==> src/hdl/snsq_pkg.sv <==
// ----------------------------------------------------------------------------
// snsq_pkg
// shared types and opcodes for the spi nor command sequencer
// ----------------------------------------------------------------------------
package snsq_pkg;

  localparam int ADDR_W = 24;
  localparam int BYTE_W = 8;
  localparam int CNT_W  = 16;
  localparam int STEP_W = 3;

  // request kinds, encoded as on the command port
  typedef enum logic [2:0] {
    OP_READ   = 3'd0,
    OP_PROG   = 3'd1,
    OP_SERASE = 3'd2,
    OP_BERASE = 3'd3,
    OP_CERASE = 3'd4,
    OP_RDID   = 3'd5
  } op_e;

  typedef enum logic [1:0] {
    ACT_SEND = 2'd0,
    ACT_WAIT = 2'd1,
    ACT_RECV = 2'd2
  } act_e;

  typedef enum logic {
    FR_ACCEPT,
    FR_DIVIDE
  } front_state_e;

  // flash opcodes
  localparam logic [BYTE_W-1:0] CMD_WREN    = 8'h06;
  localparam logic [BYTE_W-1:0] CMD_PP      = 8'h02;
  localparam logic [BYTE_W-1:0] CMD_READ    = 8'h03;
  localparam logic [BYTE_W-1:0] CMD_SE      = 8'h20;
  localparam logic [BYTE_W-1:0] CMD_BE      = 8'hD8;
  localparam logic [BYTE_W-1:0] CMD_CE      = 8'h60;
  localparam logic [BYTE_W-1:0] CMD_RDID    = 8'h9F;
  localparam logic [BYTE_W-1:0] SECTOR_MASK = 8'hF0;
  localparam logic [CNT_W-1:0]  RDID_LEN    = 16'd3;

  // step of a program descriptor that carries the data byte
  localparam logic [STEP_W-1:0] STEP_PROG_DATA = 3'd6;

  // work item handed from front to back
  typedef struct packed {
    op_e                op;
    logic [STEP_W-1:0]  first;
    logic               closes;
    logic               last;
    logic [ADDR_W-1:0]  addr;
    logic [BYTE_W-1:0]  data;
    logic [CNT_W-1:0]   count;
  } desc_t;

  // one spi action
  typedef struct packed {
    act_e               action;
    logic [BYTE_W-1:0]  byte_out;
    logic               sel_begin;
    logic               sel_end;
    logic [CNT_W-1:0]   count;
    logic               final_res;
  } res_t;

endpackage

==> src/hdl/snsq_fifo.sv <==
// ----------------------------------------------------------------------------
// snsq_fifo
// small register fifo used between front, back and the result port
// ----------------------------------------------------------------------------
module snsq_fifo #(
  parameter int WIDTH = 8,
  parameter int DEPTH = 2
) (
  input  logic             clk_i,
  input  logic             rst_ni,
  input  logic             push_i,
  input  logic [WIDTH-1:0] wdata_i,
  output logic             full_o,
  input  logic             pop_i,
  output logic [WIDTH-1:0] rdata_o,
  output logic             empty_o
);

  localparam int PW = (DEPTH > 1) ? $clog2(DEPTH) : 1;

  logic [WIDTH-1:0] entries_q [DEPTH];
  logic [PW:0]      wr_ptr_q, wr_ptr_d;
  logic [PW:0]      rd_ptr_q, rd_ptr_d;
  logic             do_push, do_pop;

  assign empty_o = (wr_ptr_q == rd_ptr_q);
  assign full_o  = (wr_ptr_q == {~rd_ptr_q[PW], rd_ptr_q[PW-1:0]});
  assign do_push = push_i && !full_o;
  assign do_pop  = pop_i && !empty_o;
  assign rdata_o = entries_q[rd_ptr_q[PW-1:0]];

  assign wr_ptr_d = do_push ? wr_ptr_q + 1'b1 : wr_ptr_q;
  assign rd_ptr_d = do_pop  ? rd_ptr_q + 1'b1 : rd_ptr_q;

  always_ff @(posedge clk_i or negedge rst_ni) begin
    if (!rst_ni) begin
      wr_ptr_q <= '0;
      rd_ptr_q <= '0;
    end else begin
      wr_ptr_q <= wr_ptr_d;
      rd_ptr_q <= rd_ptr_d;
    end
  end

  always_ff @(posedge clk_i) begin
    if (do_push) begin
      entries_q[wr_ptr_q[PW-1:0]] <= wdata_i;
    end
  end

endmodule

==> src/hdl/snsq_front.sv <==
// ----------------------------------------------------------------------------
// snsq_front
// accepts requests, tracks the program run and builds work descriptors
// ----------------------------------------------------------------------------
module snsq_front
  import snsq_pkg::*;
#(
  parameter int PAGE_BYTES      = 256,
  parameter int READ_COUNT_BITS = 16
) (
  input  logic                clk_i,
  input  logic                rst_ni,
  input  logic                push,
  output logic                full,
  input  logic [2:0]          command_i,
  input  logic [ADDR_W-1:0]   address_i,
  input  logic [BYTE_W-1:0]   data_i,
  input  logic [CNT_W-1:0]    count_i,
  input  logic                last_i,
  output desc_t               desc_o,
  output logic                desc_push_o,
  input  logic                desc_full_i
);

  localparam int OFF_W     = $clog2(PAGE_BYTES);
  localparam int DIV_STEPS = 2;
  localparam int DIV_CNT_W = 2;
  // floor(a / PAGE_BYTES) == (a * RECIP_M) >> RECIP_SH for every 24-bit a
  localparam int RECIP_SH  = ADDR_W + OFF_W;
  localparam int RECIP_W   = ADDR_W + 1;
  localparam int PROD_W    = ADDR_W + RECIP_W;
  localparam longint unsigned RECIP_M =
    ((64'd1 << RECIP_SH) + 64'(PAGE_BYTES) - 64'd1) / 64'(PAGE_BYTES);

  front_state_e          state_q, state_d;
  logic [ADDR_W-1:0]     prog_addr_q;
  logic [OFF_W-1:0]      page_off_q;
  logic                  run_open_q;
  logic                  frame_open_q;

  // page offset of a new run start: quotient by reciprocal multiply,
  // then remainder by a constant multiply and subtract
  logic [ADDR_W-1:0]     quo_q;
  logic [OFF_W-1:0]      rem_q;
  logic [DIV_CNT_W-1:0]  div_cnt_q;
  logic [PROD_W-1:0]     recip_prod;
  logic [ADDR_W-1:0]     quo_back;
  logic [ADDR_W-1:0]     rem_full;
  logic                  div_done;

  logic [ADDR_W-1:0]     hold_addr_q;
  logic [BYTE_W-1:0]     hold_data_q;
  logic                  hold_last_q;

  logic                  accept;
  logic                  cmd_known;
  logic                  cmd_prog;
  logic                  opens_run;
  logic [CNT_W-1:0]      cnt_mask;

  logic [ADDR_W-1:0]     cur_addr;
  logic [OFF_W-1:0]      cur_off;
  logic                  cur_frame_open;
  logic [BYTE_W-1:0]     cur_data;
  logic                  cur_last;
  logic [ADDR_W-1:0]     next_addr;
  logic [OFF_W-1:0]      next_off;
  logic                  closes;
  logic                  prog_step;

  assign accept    = push && !full;
  assign cmd_prog  = (command_i == OP_PROG);
  assign cmd_known = (command_i == OP_READ) || (command_i == OP_PROG) ||
                     (command_i == OP_SERASE) || (command_i == OP_BERASE) ||
                     (command_i == OP_CERASE) || (command_i == OP_RDID);
  assign opens_run = cmd_prog && !run_open_q;
  assign div_done  = (div_cnt_q == '0);

  always_comb begin
    for (int i = 0; i < CNT_W; i++) begin
      cnt_mask[i] = (i < READ_COUNT_BITS);
    end
  end

  assign recip_prod = PROD_W'(hold_addr_q) * PROD_W'(RECIP_M);
  assign quo_back   = quo_q * ADDR_W'(PAGE_BYTES);
  assign rem_full   = hold_addr_q - quo_back;

  // program byte math, from the open run or from the run being opened
  always_comb begin
    if (state_q == FR_DIVIDE) begin
      cur_addr       = hold_addr_q;
      cur_off        = rem_q;
      cur_frame_open = 1'b0;
      cur_data       = hold_data_q;
      cur_last       = hold_last_q;
    end else begin
      cur_addr       = prog_addr_q;
      cur_off        = page_off_q;
      cur_frame_open = frame_open_q;
      cur_data       = data_i;
      cur_last       = last_i;
    end
    next_addr = cur_addr + 1'b1;
    // the address wrap is a page boundary too
    if ((cur_off == OFF_W'(PAGE_BYTES - 1)) || (next_addr == '0)) begin
      next_off = '0;
    end else begin
      next_off = cur_off + 1'b1;
    end
    closes = cur_last || (next_off == '0);
  end

  // descriptor
  always_comb begin
    desc_o.op     = (state_q == FR_DIVIDE) ? OP_PROG : op_e'(command_i);
    desc_o.first  = '0;
    desc_o.closes = 1'b0;
    desc_o.last   = 1'b0;
    desc_o.addr   = address_i;
    desc_o.data   = data_i;
    desc_o.count  = count_i & cnt_mask;
    case (desc_o.op)
      OP_SERASE: begin
        desc_o.addr[15:8] = address_i[15:8] & SECTOR_MASK;
      end
      OP_BERASE: begin
        desc_o.addr[15:8] = '0;
      end
      OP_PROG: begin
        desc_o.addr   = cur_addr;
        desc_o.first  = cur_frame_open ? STEP_PROG_DATA : '0;
        desc_o.closes = closes;
        desc_o.last   = cur_last;
        desc_o.data   = cur_data;
      end
      default: begin
      end
    endcase
  end

  // next state
  always_comb begin
    state_d = state_q;
    case (state_q)
      FR_ACCEPT: begin
        if (accept && opens_run) begin
          state_d = FR_DIVIDE;
        end
      end
      FR_DIVIDE: begin
        if (div_done && !desc_full_i) begin
          state_d = FR_ACCEPT;
        end
      end
      default: state_d = FR_ACCEPT;
    endcase
  end

  // outputs
  always_comb begin
    full        = 1'b1;
    desc_push_o = 1'b0;
    prog_step   = 1'b0;
    case (state_q)
      FR_ACCEPT: begin
        full        = desc_full_i;
        desc_push_o = accept && cmd_known && !opens_run;
        prog_step   = accept && cmd_prog && run_open_q;
      end
      FR_DIVIDE: begin
        desc_push_o = div_done && !desc_full_i;
        prog_step   = div_done && !desc_full_i;
      end
      default: begin
      end
    endcase
  end

  always_ff @(posedge clk_i or negedge rst_ni) begin
    if (!rst_ni) begin
      state_q      <= FR_ACCEPT;
      prog_addr_q  <= '0;
      page_off_q   <= '0;
      run_open_q   <= 1'b0;
      frame_open_q <= 1'b0;
      div_cnt_q    <= '0;
      rem_q        <= '0;
    end else begin
      state_q <= state_d;
      if (prog_step) begin
        prog_addr_q  <= next_addr;
        page_off_q   <= next_off;
        frame_open_q <= !closes;
        run_open_q   <= !cur_last;
      end else if (state_q == FR_ACCEPT && accept && cmd_known && !cmd_prog) begin
        // any other defined request drops an open run without closing it
        run_open_q   <= 1'b0;
        frame_open_q <= 1'b0;
      end
      if (state_q == FR_ACCEPT && accept && opens_run) begin
        rem_q     <= '0;
        div_cnt_q <= DIV_CNT_W'(DIV_STEPS);
      end else if (state_q == FR_DIVIDE && !div_done) begin
        if (div_cnt_q == DIV_CNT_W'(1)) begin
          rem_q <= rem_full[OFF_W-1:0];
        end
        div_cnt_q <= div_cnt_q - 1'b1;
      end
    end
  end

  always_ff @(posedge clk_i) begin
    if (state_q == FR_ACCEPT && accept && opens_run) begin
      hold_addr_q <= address_i;
      hold_data_q <= data_i;
      hold_last_q <= last_i;
    end else if (state_q == FR_DIVIDE && div_cnt_q == DIV_CNT_W'(DIV_STEPS)) begin
      quo_q <= ADDR_W'(recip_prod >> RECIP_SH);
    end
  end

  a_frame_in_run: assert property (@(posedge clk_i) disable iff (!rst_ni)
    frame_open_q |-> run_open_q)
    else $error("page frame open outside a program run");

  a_off_in_page: assert property (@(posedge clk_i) disable iff (!rst_ni)
    page_off_q <= OFF_W'(PAGE_BYTES - 1))
    else $error("page offset beyond page size");

  a_other_drops_run: assert property (@(posedge clk_i) disable iff (!rst_ni)
    (state_q == FR_ACCEPT && accept && cmd_known && !cmd_prog)
      |=> (!run_open_q && !frame_open_q))
    else $error("run still open after a non-program request");

endmodule

==> src/hdl/snsq_back.sv <==
// ----------------------------------------------------------------------------
// snsq_back
// walks each descriptor step by step, one spi action per cycle while the result queue has room
// ----------------------------------------------------------------------------
module snsq_back
  import snsq_pkg::*;
(
  input  logic   clk_i,
  input  logic   rst_ni,
  input  desc_t  desc_i,
  input  logic   desc_empty_i,
  output logic   desc_pop_o,
  output res_t   res_o,
  output logic   res_push_o,
  input  logic   res_full_i
);

  logic [STEP_W-1:0] step_q;
  logic [STEP_W-1:0] eff_step;
  logic              last_act;

  assign eff_step = step_q + desc_i.first;

  always_comb begin
    res_o          = '0;
    res_o.action   = ACT_SEND;
    last_act       = 1'b0;
    case (desc_i.op)
      OP_READ: begin
        case (eff_step)
          3'd0: res_o.action = ACT_WAIT;
          3'd1: begin
            res_o.byte_out  = CMD_READ;
            res_o.sel_begin = 1'b1;
          end
          3'd2: res_o.byte_out = desc_i.addr[23:16];
          3'd3: res_o.byte_out = desc_i.addr[15:8];
          3'd4: res_o.byte_out = desc_i.addr[7:0];
          default: begin
            res_o.action  = ACT_RECV;
            res_o.count   = desc_i.count;
            res_o.sel_end = 1'b1;
            last_act      = 1'b1;
          end
        endcase
      end
      OP_PROG: begin
        case (eff_step)
          3'd0: res_o.action = ACT_WAIT;
          3'd1: begin
            res_o.byte_out  = CMD_WREN;
            res_o.sel_begin = 1'b1;
            res_o.sel_end   = 1'b1;
          end
          3'd2: begin
            res_o.byte_out  = CMD_PP;
            res_o.sel_begin = 1'b1;
          end
          3'd3: res_o.byte_out = desc_i.addr[23:16];
          3'd4: res_o.byte_out = desc_i.addr[15:8];
          3'd5: res_o.byte_out = desc_i.addr[7:0];
          3'd6: begin
            res_o.byte_out = desc_i.data;
            res_o.sel_end  = desc_i.closes;
            last_act       = !desc_i.last;
          end
          default: begin
            // trailing wait after the last byte of a run
            res_o.action = ACT_WAIT;
            last_act     = 1'b1;
          end
        endcase
      end
      OP_SERASE, OP_BERASE: begin
        case (eff_step)
          3'd0: res_o.action = ACT_WAIT;
          3'd1: begin
            res_o.byte_out  = CMD_WREN;
            res_o.sel_begin = 1'b1;
            res_o.sel_end   = 1'b1;
          end
          3'd2: begin
            res_o.byte_out  = (desc_i.op == OP_SERASE) ? CMD_SE : CMD_BE;
            res_o.sel_begin = 1'b1;
          end
          3'd3: res_o.byte_out = desc_i.addr[23:16];
          3'd4: res_o.byte_out = desc_i.addr[15:8];
          3'd5: res_o.sel_end  = 1'b1;
          default: begin
            res_o.action = ACT_WAIT;
            last_act     = 1'b1;
          end
        endcase
      end
      OP_CERASE: begin
        case (eff_step)
          3'd0: res_o.action = ACT_WAIT;
          3'd1: begin
            res_o.byte_out  = CMD_WREN;
            res_o.sel_begin = 1'b1;
            res_o.sel_end   = 1'b1;
          end
          3'd2: begin
            res_o.byte_out  = CMD_CE;
            res_o.sel_begin = 1'b1;
            res_o.sel_end   = 1'b1;
          end
          default: begin
            res_o.action = ACT_WAIT;
            last_act     = 1'b1;
          end
        endcase
      end
      default: begin
        // read id
        case (eff_step)
          3'd0: res_o.action = ACT_WAIT;
          3'd1: begin
            res_o.byte_out  = CMD_RDID;
            res_o.sel_begin = 1'b1;
          end
          default: begin
            res_o.action  = ACT_RECV;
            res_o.count   = RDID_LEN;
            res_o.sel_end = 1'b1;
            last_act      = 1'b1;
          end
        endcase
      end
    endcase
    res_o.final_res = last_act;
  end

  assign res_push_o = !desc_empty_i && !res_full_i;
  assign desc_pop_o = res_push_o && last_act;

  always_ff @(posedge clk_i or negedge rst_ni) begin
    if (!rst_ni) begin
      step_q <= '0;
    end else if (desc_pop_o) begin
      step_q <= '0;
    end else if (res_push_o) begin
      step_q <= step_q + 1'b1;
    end
  end

  a_wait_bare: assert property (@(posedge clk_i) disable iff (!rst_ni)
    (res_push_o && res_o.action == ACT_WAIT)
      |-> (res_o.byte_out == '0 && !res_o.sel_begin && !res_o.sel_end))
    else $error("wait action carries send fields");

  a_recv_closes: assert property (@(posedge clk_i) disable iff (!rst_ni)
    (res_push_o && res_o.action == ACT_RECV) |-> (res_o.sel_end && res_o.final_res))
    else $error("receive action does not end the request");

  a_step_restart: assert property (@(posedge clk_i) disable iff (!rst_ni)
    desc_pop_o |=> (step_q == '0))
    else $error("step counter not cleared after a descriptor");

endmodule

==> src/hdl/spi_nor_command_sequencer_core.sv <==
// ----------------------------------------------------------------------------
// spi_nor_command_sequencer_core
// turns flash requests into a stream of spi send / wait / receive actions
// ----------------------------------------------------------------------------
//
//  channel   direction  handshake            beat
//  request   in         push / full          command, address, data, count, last
//  action    out        empty / pop          action, byte_out, select_begin,
//                                            select_end, receive_count, final_res
//
//  one action beat per cycle leaves on pop; a request gives zero to eight beats
//  a request is taken every cycle while the descriptor queue has room
//  a program byte that opens a run holds full while a reciprocal multiply
//  and a multiply-subtract find the page offset of the start address
//  reset clears the run, the frame and both queues; no clearing pass
//  a stalled result side fills the result queue, then the descriptor queue,
//  then raises full
//
module spi_nor_command_sequencer_core
  import snsq_pkg::*;
#(
  parameter int PAGE_BYTES      = 256,
  parameter int READ_COUNT_BITS = 16
) (
  input  logic               clk_i,
  input  logic               rst_ni,
  // request side
  input  logic               push,
  output logic               full,
  input  logic [2:0]         command_i,
  input  logic [ADDR_W-1:0]  address_i,
  input  logic [BYTE_W-1:0]  data_i,
  input  logic [CNT_W-1:0]   count_i,
  input  logic               last_i,
  // action side
  output logic               empty,
  input  logic               pop,
  output logic [1:0]         action_o,
  output logic [BYTE_W-1:0]  byte_out_o,
  output logic               select_begin_o,
  output logic               select_end_o,
  output logic [CNT_W-1:0]   receive_count_o,
  output logic               final_res_o
);

  localparam int DESC_DEPTH = 2;
  localparam int RES_DEPTH  = 2;
  localparam int DESC_W     = $bits(desc_t);
  localparam int RES_W      = $bits(res_t);

  // front to queue
  desc_t              fr_desc;
  logic               fr_desc_push;
  logic               dq_full;

  // queue to back
  logic [DESC_W-1:0]  dq_rdata;
  logic               dq_empty;
  logic               bk_desc_pop;

  // back to result queue
  res_t               bk_res;
  logic               bk_res_push;
  logic               rq_full;
  logic [RES_W-1:0]   rq_rdata;
  res_t               out_res;

  // front: run tracking, page boundaries, descriptor build
  snsq_front #(
    .PAGE_BYTES      (PAGE_BYTES),
    .READ_COUNT_BITS (READ_COUNT_BITS)
  ) u_front (
    .clk_i       (clk_i),
    .rst_ni      (rst_ni),
    .push        (push),
    .full        (full),
    .command_i   (command_i),
    .address_i   (address_i),
    .data_i      (data_i),
    .count_i     (count_i),
    .last_i      (last_i),
    .desc_o      (fr_desc),
    .desc_push_o (fr_desc_push),
    .desc_full_i (dq_full)
  );

  // short queue that decouples the front from the sequencing back end
  snsq_fifo #(
    .WIDTH (DESC_W),
    .DEPTH (DESC_DEPTH)
  ) u_desc_q (
    .clk_i   (clk_i),
    .rst_ni  (rst_ni),
    .push_i  (fr_desc_push),
    .wdata_i (fr_desc),
    .full_o  (dq_full),
    .pop_i   (bk_desc_pop),
    .rdata_o (dq_rdata),
    .empty_o (dq_empty)
  );

  // back: one action per cycle from the head descriptor unless rq_full
  snsq_back u_back (
    .clk_i        (clk_i),
    .rst_ni       (rst_ni),
    .desc_i       (desc_t'(dq_rdata)),
    .desc_empty_i (dq_empty),
    .desc_pop_o   (bk_desc_pop),
    .res_o        (bk_res),
    .res_push_o   (bk_res_push),
    .res_full_i   (rq_full)
  );

  // result queue parts the back end from the consumer
  snsq_fifo #(
    .WIDTH (RES_W),
    .DEPTH (RES_DEPTH)
  ) u_res_q (
    .clk_i   (clk_i),
    .rst_ni  (rst_ni),
    .push_i  (bk_res_push),
    .wdata_i (bk_res),
    .full_o  (rq_full),
    .pop_i   (pop),
    .rdata_o (rq_rdata),
    .empty_o (empty)
  );

  assign out_res         = res_t'(rq_rdata);
  assign action_o        = out_res.action;
  assign byte_out_o      = out_res.byte_out;
  assign select_begin_o  = out_res.sel_begin;
  assign select_end_o    = out_res.sel_end;
  assign receive_count_o = out_res.count;
  assign final_res_o     = out_res.final_res;

endmodule

==> config.mk <==
export PLATFORM = sky130hd
export DESIGN_NAME = spi_nor_command_sequencer_core
export DESIGN_NICKNAME = d
export VERILOG_FILES = /design/src/hdl/snsq_pkg.sv /design/src/hdl/snsq_fifo.sv /design/src/hdl/snsq_front.sv /design/src/hdl/snsq_back.sv /design/src/hdl/spi_nor_command_sequencer_core.sv
export SDC_FILE = /design/constraint.sdc
export NUM_CORES = 1
export LEC_CHECK = 0
export ABC_AREA = 1
export BUFFER_PORTS_ARGS = -buffer_cell sky130_fd_sc_hd__buf_2
export CORE_ASPECT_RATIO = 1.25
export CORE_MARGIN = 3
export CORE_UTILIZATION = 61
export DETAILED_ROUTE_END_ITERATION = 10
export PLACE_DENSITY = 0.8
export SLEW_MARGIN = 15
export SYNTH_ARGS = -nofsm -noshare
export SYNTH_HDL_FRONTEND = slang
export SYNTH_HIERARCHICAL = 1
export SYNTH_SLANG_ARGS = --single-unit
==> constraint.sdc <==
create_clock -name clk_i -period 4.1 [get_ports clk_i]
set_input_delay 0.41 -clock clk_i [delete_from_list [all_inputs] [get_ports clk_i]]
set_output_delay 0.41 -clock clk_i [all_outputs]
set_load 0.02 [all_outputs]
==> flow_metrics.py <==
metrics = {
    "global_route": {
        "grt_max_degree": 62,
        "grt_pass1_wl_mm": 46.7,
        "overflow": 0,
        "track_usage": 0.252,
        "antenna_found_initial": 2,
        "grt_pass1_vias": 9571,
    },
    "placement": {
        "routabilityCongestion": 0.951,
        "place_ws_ns": 0.406,
        "place_inst": 1785,
        "dpl.hpwl_mm": 20.9,
        "placed_area_um2": 13400,
        "io_buffers": 86,
    },
    "sta": {
        "finalSetupTns_ns": 0,
        "relSlewSlack": 0.347,
        "max_clock_freq_mhz": 267,
        "layout_setup_ws_ns": 0.348,
        "skew_ns": 0.0171,
        "whs_ns": 0.0417,
        "fin_crit_sh": 0.915,
        "finalHoldViolCount": 0,
        "period_needed_ns": 3.75,
        "drv_slew": 0,
        "setup_viol": 0,
        "worstMarginPinSlew_ns": 0.979,
        "grt_setup_unrepaired": "false",
    },
    "detailed_routing": {
        "ant_nets": 0,
        "drc": 0,
        "routed_via_density": 5.38,
        "drt_iter0_drc": 891,
        "first_pass_iters": 5,
        "num_vias": 9854,
        "drt-total-wl_mm": 29.3,
        "detail_route.wl_per_cell_um": 16.0,
    },
    "worst_hold_path": {
        "worstHoldPathType": "in -> async",
    },
    "power_and_ir_drop": {
        "power_frac_seq": 0.358,
        "power_frac_clock": 0.184,
        "p_sw_frac": 0.437,
        "internal-power_mw": 7.10,
        "p_leak_nw": 6.60,
        "power_density_nw_per_um2": 882,
        "p_total_mw": 12.6,
        "peakVddDrop_mv": 0.642,
        "pwr-share-comb": 0.458,
        "p_switching_mw": 5.51,
    },
    "synth": {
        "yosysSeqAreaShare": 0.573,
        "syn_nets": 1547,
        "synth-edff-count": 203,
        "netlist_area_um2": 13100,
        "yosys_warnings": 6,
        "synth-main-ff-cell": "edfxtp_1",
        "avgSynthCellArea_um2": 8.81,
        "syn_inst": 1484,
        "ys_ff_latch": 259,
        "ys_async_sr_fraction": 0.216,
        "ys_types": 43,
    },
    "layout": {
        "finalNetCount": 1601,
        "post-route-util": 0.682,
        "drive_gt1_frac": 0.138,
        "fillers": 1655,
        "n_antenna_cell": 0,
        "register_area_um2": 7500,
        "area_growth_pct": 9.27,
        "final_cell_count_no_fill": 1831,
        "postLayoutCellArea_um2": 14300,
        "multi_input_area_um2": 4490,
    },
    "floorplan": {
        "io_pins": 87,
        "core-area_um2": 21000,
        "rows": 59,
        "dieArea_um2": 23200,
        "die_h_um": 170,
        "start_util": 0.624,
        "die_w_um": 137,
    },
    "cts": {
        "cts-root-buf": "clkbuf_16",
        "clock_latency_ns": 0.54,
        "cts_sinks": 259,
        "cts_hold_buf": 0,
        "cts_buffer_depth": 3,
        "clk_pin_slew_ns": 0.06,
        "htreeDepth": 1,
        "tritoncts": "yes",
        "numCtsBuffers": 25,
    },
    "worst_setup_path": {
        "cp.arrival_ns": 3.72,
        "crit_path_cell_trace": "inv_4 -> nand2_1 -> nand2_2 -> nand2_2 -> inv_1 -> inv_1 -> nand3_1 -> inv_1 -> nand3_1 -> nand2_1 -> a21oi_1 -> inv_1 -> nand3_1 -> clkinv_2",
        "max_stage_delay_ns": 0.77,
        "slowest_stage": "clkinv_2",
        "critical_path.most_common_cell": "inv_1",
        "crit_type": "reg -> reg",
        "cp-end-kind": "flip-flop",
        "crit_fanout": 56,
        "required_ns": 4.07,
        "cp-start-kind": "flip-flop",
    },
    "outcome": {
        "status": "finished, final reports clean",
    },
    "job": {
        "drv_cap": 0,
    },
}
critical path, delay by kind of cell (launching register included):
family                 cells  cell delay (ns)
buffers and inverters      6             1.45
AND/OR/NAND/NOR            7             0.80
flip-flops                 1             0.63
AO/OA/AOI/OAI              1             0.26
state kept, by name, summed over array words and instances, names as in the netlist, 2 cells and up:
register,flops
u_front/rem_q,8
u_desc_q/entries_q,112
u_front/prog_addr_q,24
u_res_q/wr_ptr_q,2
u_desc_q/rd_ptr_q,2
u_back/step_q,3
u_res_q/rd_ptr_q,2
u_front/hold_data_q,8
u_front/div_cnt_q,2
u_front/hold_addr_q,24
u_front/page_off_q,8
u_desc_q/wr_ptr_q,2
u_res_q/entries_q,58
cell type report:
| class | instances | share of cell area |
|---|---|---|
| clock buffers | 33 | 0.0480 |
| clock inverters | 13 | 0.0109 |
| inverters | 150 | 0.0398 |
| multi-input cells | 1001 | 0.314 |
| flip-flops and latches | 259 | 0.525 |
| well taps | 274 | 0.0240 |
| repair buffers | 101 | 0.0380 |
layout by cell type, fill, tap and decap left out, types with 4 or more instances in the layout:
| master | instances |
|---|---|
| nand2_1 | 642 |
| edfxtp_1 | 203 |
| inv_1 | 136 |
| buf_2 | 86 |
| nand3_1 | 79 |
| o21ai_0 | 72 |
| nor2_1 | 70 |
| dfrtp_1 | 54 |
| clkbuf_16 | 25 |
| nand2_2 | 23 |
| nand4_1 | 16 |
| buf_4 | 15 |
| nor2_2 | 13 |
| inv_2 | 9 |
| o21ai_1 | 9 |
| o22ai_1 | 9 |
| xor2_1 | 7 |
| ha_1 | 6 |
| o31ai_2 | 6 |
| clkinv_1 | 5 |
| clkinv_2 | 5 |
| clkbuf_1 | 5 |
| nor2_4 | 5 |
| a21oi_1 | 5 |
| o211ai_1 | 5 |
| nand2_4 | 4 |
| nor3_1 | 4 |
cell usage after synthesis, types with 3 or more instances:
cell | n | area, um^2
nand2_4 | 4 | 45.0
o21ai_2 | 3 | 26.3
nor2_1 | 71 | 267
a21oi_1 | 5 | 25.0
nor3_1 | 4 | 20.0
o21ai_0 | 72 | 360
o31ai_2 | 6 | 75.1
o211ai_1 | 5 | 37.5
nand3_2 | 3 | 30.0
nand3_1 | 79 | 395
inv_1 | 138 | 518
buf_4 | 29 | 218
clkbuf_1 | 15 | 56.3
buf_2 | 14 | 70.1
nand2_1 | 642 | 2410
ha_1 | 6 | 75.1
nor2_2 | 12 | 75.1
o21ai_1 | 9 | 45.0
o22ai_1 | 9 | 56.3
edfxtp_1 | 203 | 6100
nand2_2 | 23 | 144
inv_2 | 9 | 33.8
nor2_4 | 5 | 56.3
nand4_1 | 16 | 100
xor2_1 | 7 | 61.3
dfrtp_1 | 56 | 1400
buf_6 | 16 | 180
layer usage:
metal / vias to the layer above / track usage / wire length (um)
li1: 4882 / - / -
met1: 4624 / 0.316 / 11900
met2: 267 / 0.444 / 14700
met3: 77 / 0.0338 / 1500
met4: 4 / 0.0951 / 1110
met5: - / 0 / 28
power groups by stage:
stage               Combinational, mW  Sequential (mW)  Clock [mW]
global route                     6.49             4.61        2.47
CTS                              5.75             4.52        2.37
detailed placement               5.70             4.56           0
floorplan                        4.58             4.39           0
global placement                 5.55             4.51           0
finish                           5.77             4.52        2.32
worst paths after layout:
| path | depth (start not counted) | to | start | slack (ns) |
|---|---|---|---|---|
| setup / recovery | 14 | u_desc_q/entries_q[0][14]$_DFFE_PP_ | u_desc_q/rd_ptr_q[0]$_DFFE_PN0P_ | 0.35 |
| hold / removal | 1 | u_desc_q/rd_ptr_q[0]$_DFFE_PN0P_ | rst_ni | 0.04 |
| setup reg to reg | 14 | u_desc_q/entries_q[0][14]$_DFFE_PP_ | u_desc_q/rd_ptr_q[0]$_DFFE_PN0P_ | 0.35 |
| hold reg to reg | 2 | u_front/prog_addr_q[1]$_DFFE_PN0P_ | u_front/prog_addr_q[1]$_DFFE_PN0P_ | 0.49 |
| max in group asynchronous | 2 | u_front/prog_addr_q[14]$_DFFE_PN0P_ | rst_ni | 3.21 |
| min in group clk_i | 1 | u_desc_q/entries_q[1][2]$_DFFE_PP_ | count_i[2] | 0.06 |
timing repair:
item,in CTS,in global routing
setup buffers,0,0
gates resized for setup,0,1
setup endpoints to repair,0,56
cell families after synthesis:
group	synth area share
AO/OA/AOI/OAI	0.0580
XOR/XNOR	0.00536
adder cells (fa/ha/maj)	0.00727
buffers and inverters	0.0833
flip-flops	0.573
other	0.000287
AND/OR/NAND/NOR	0.272
Note: power is estimated with default switching activity, not from simulation.
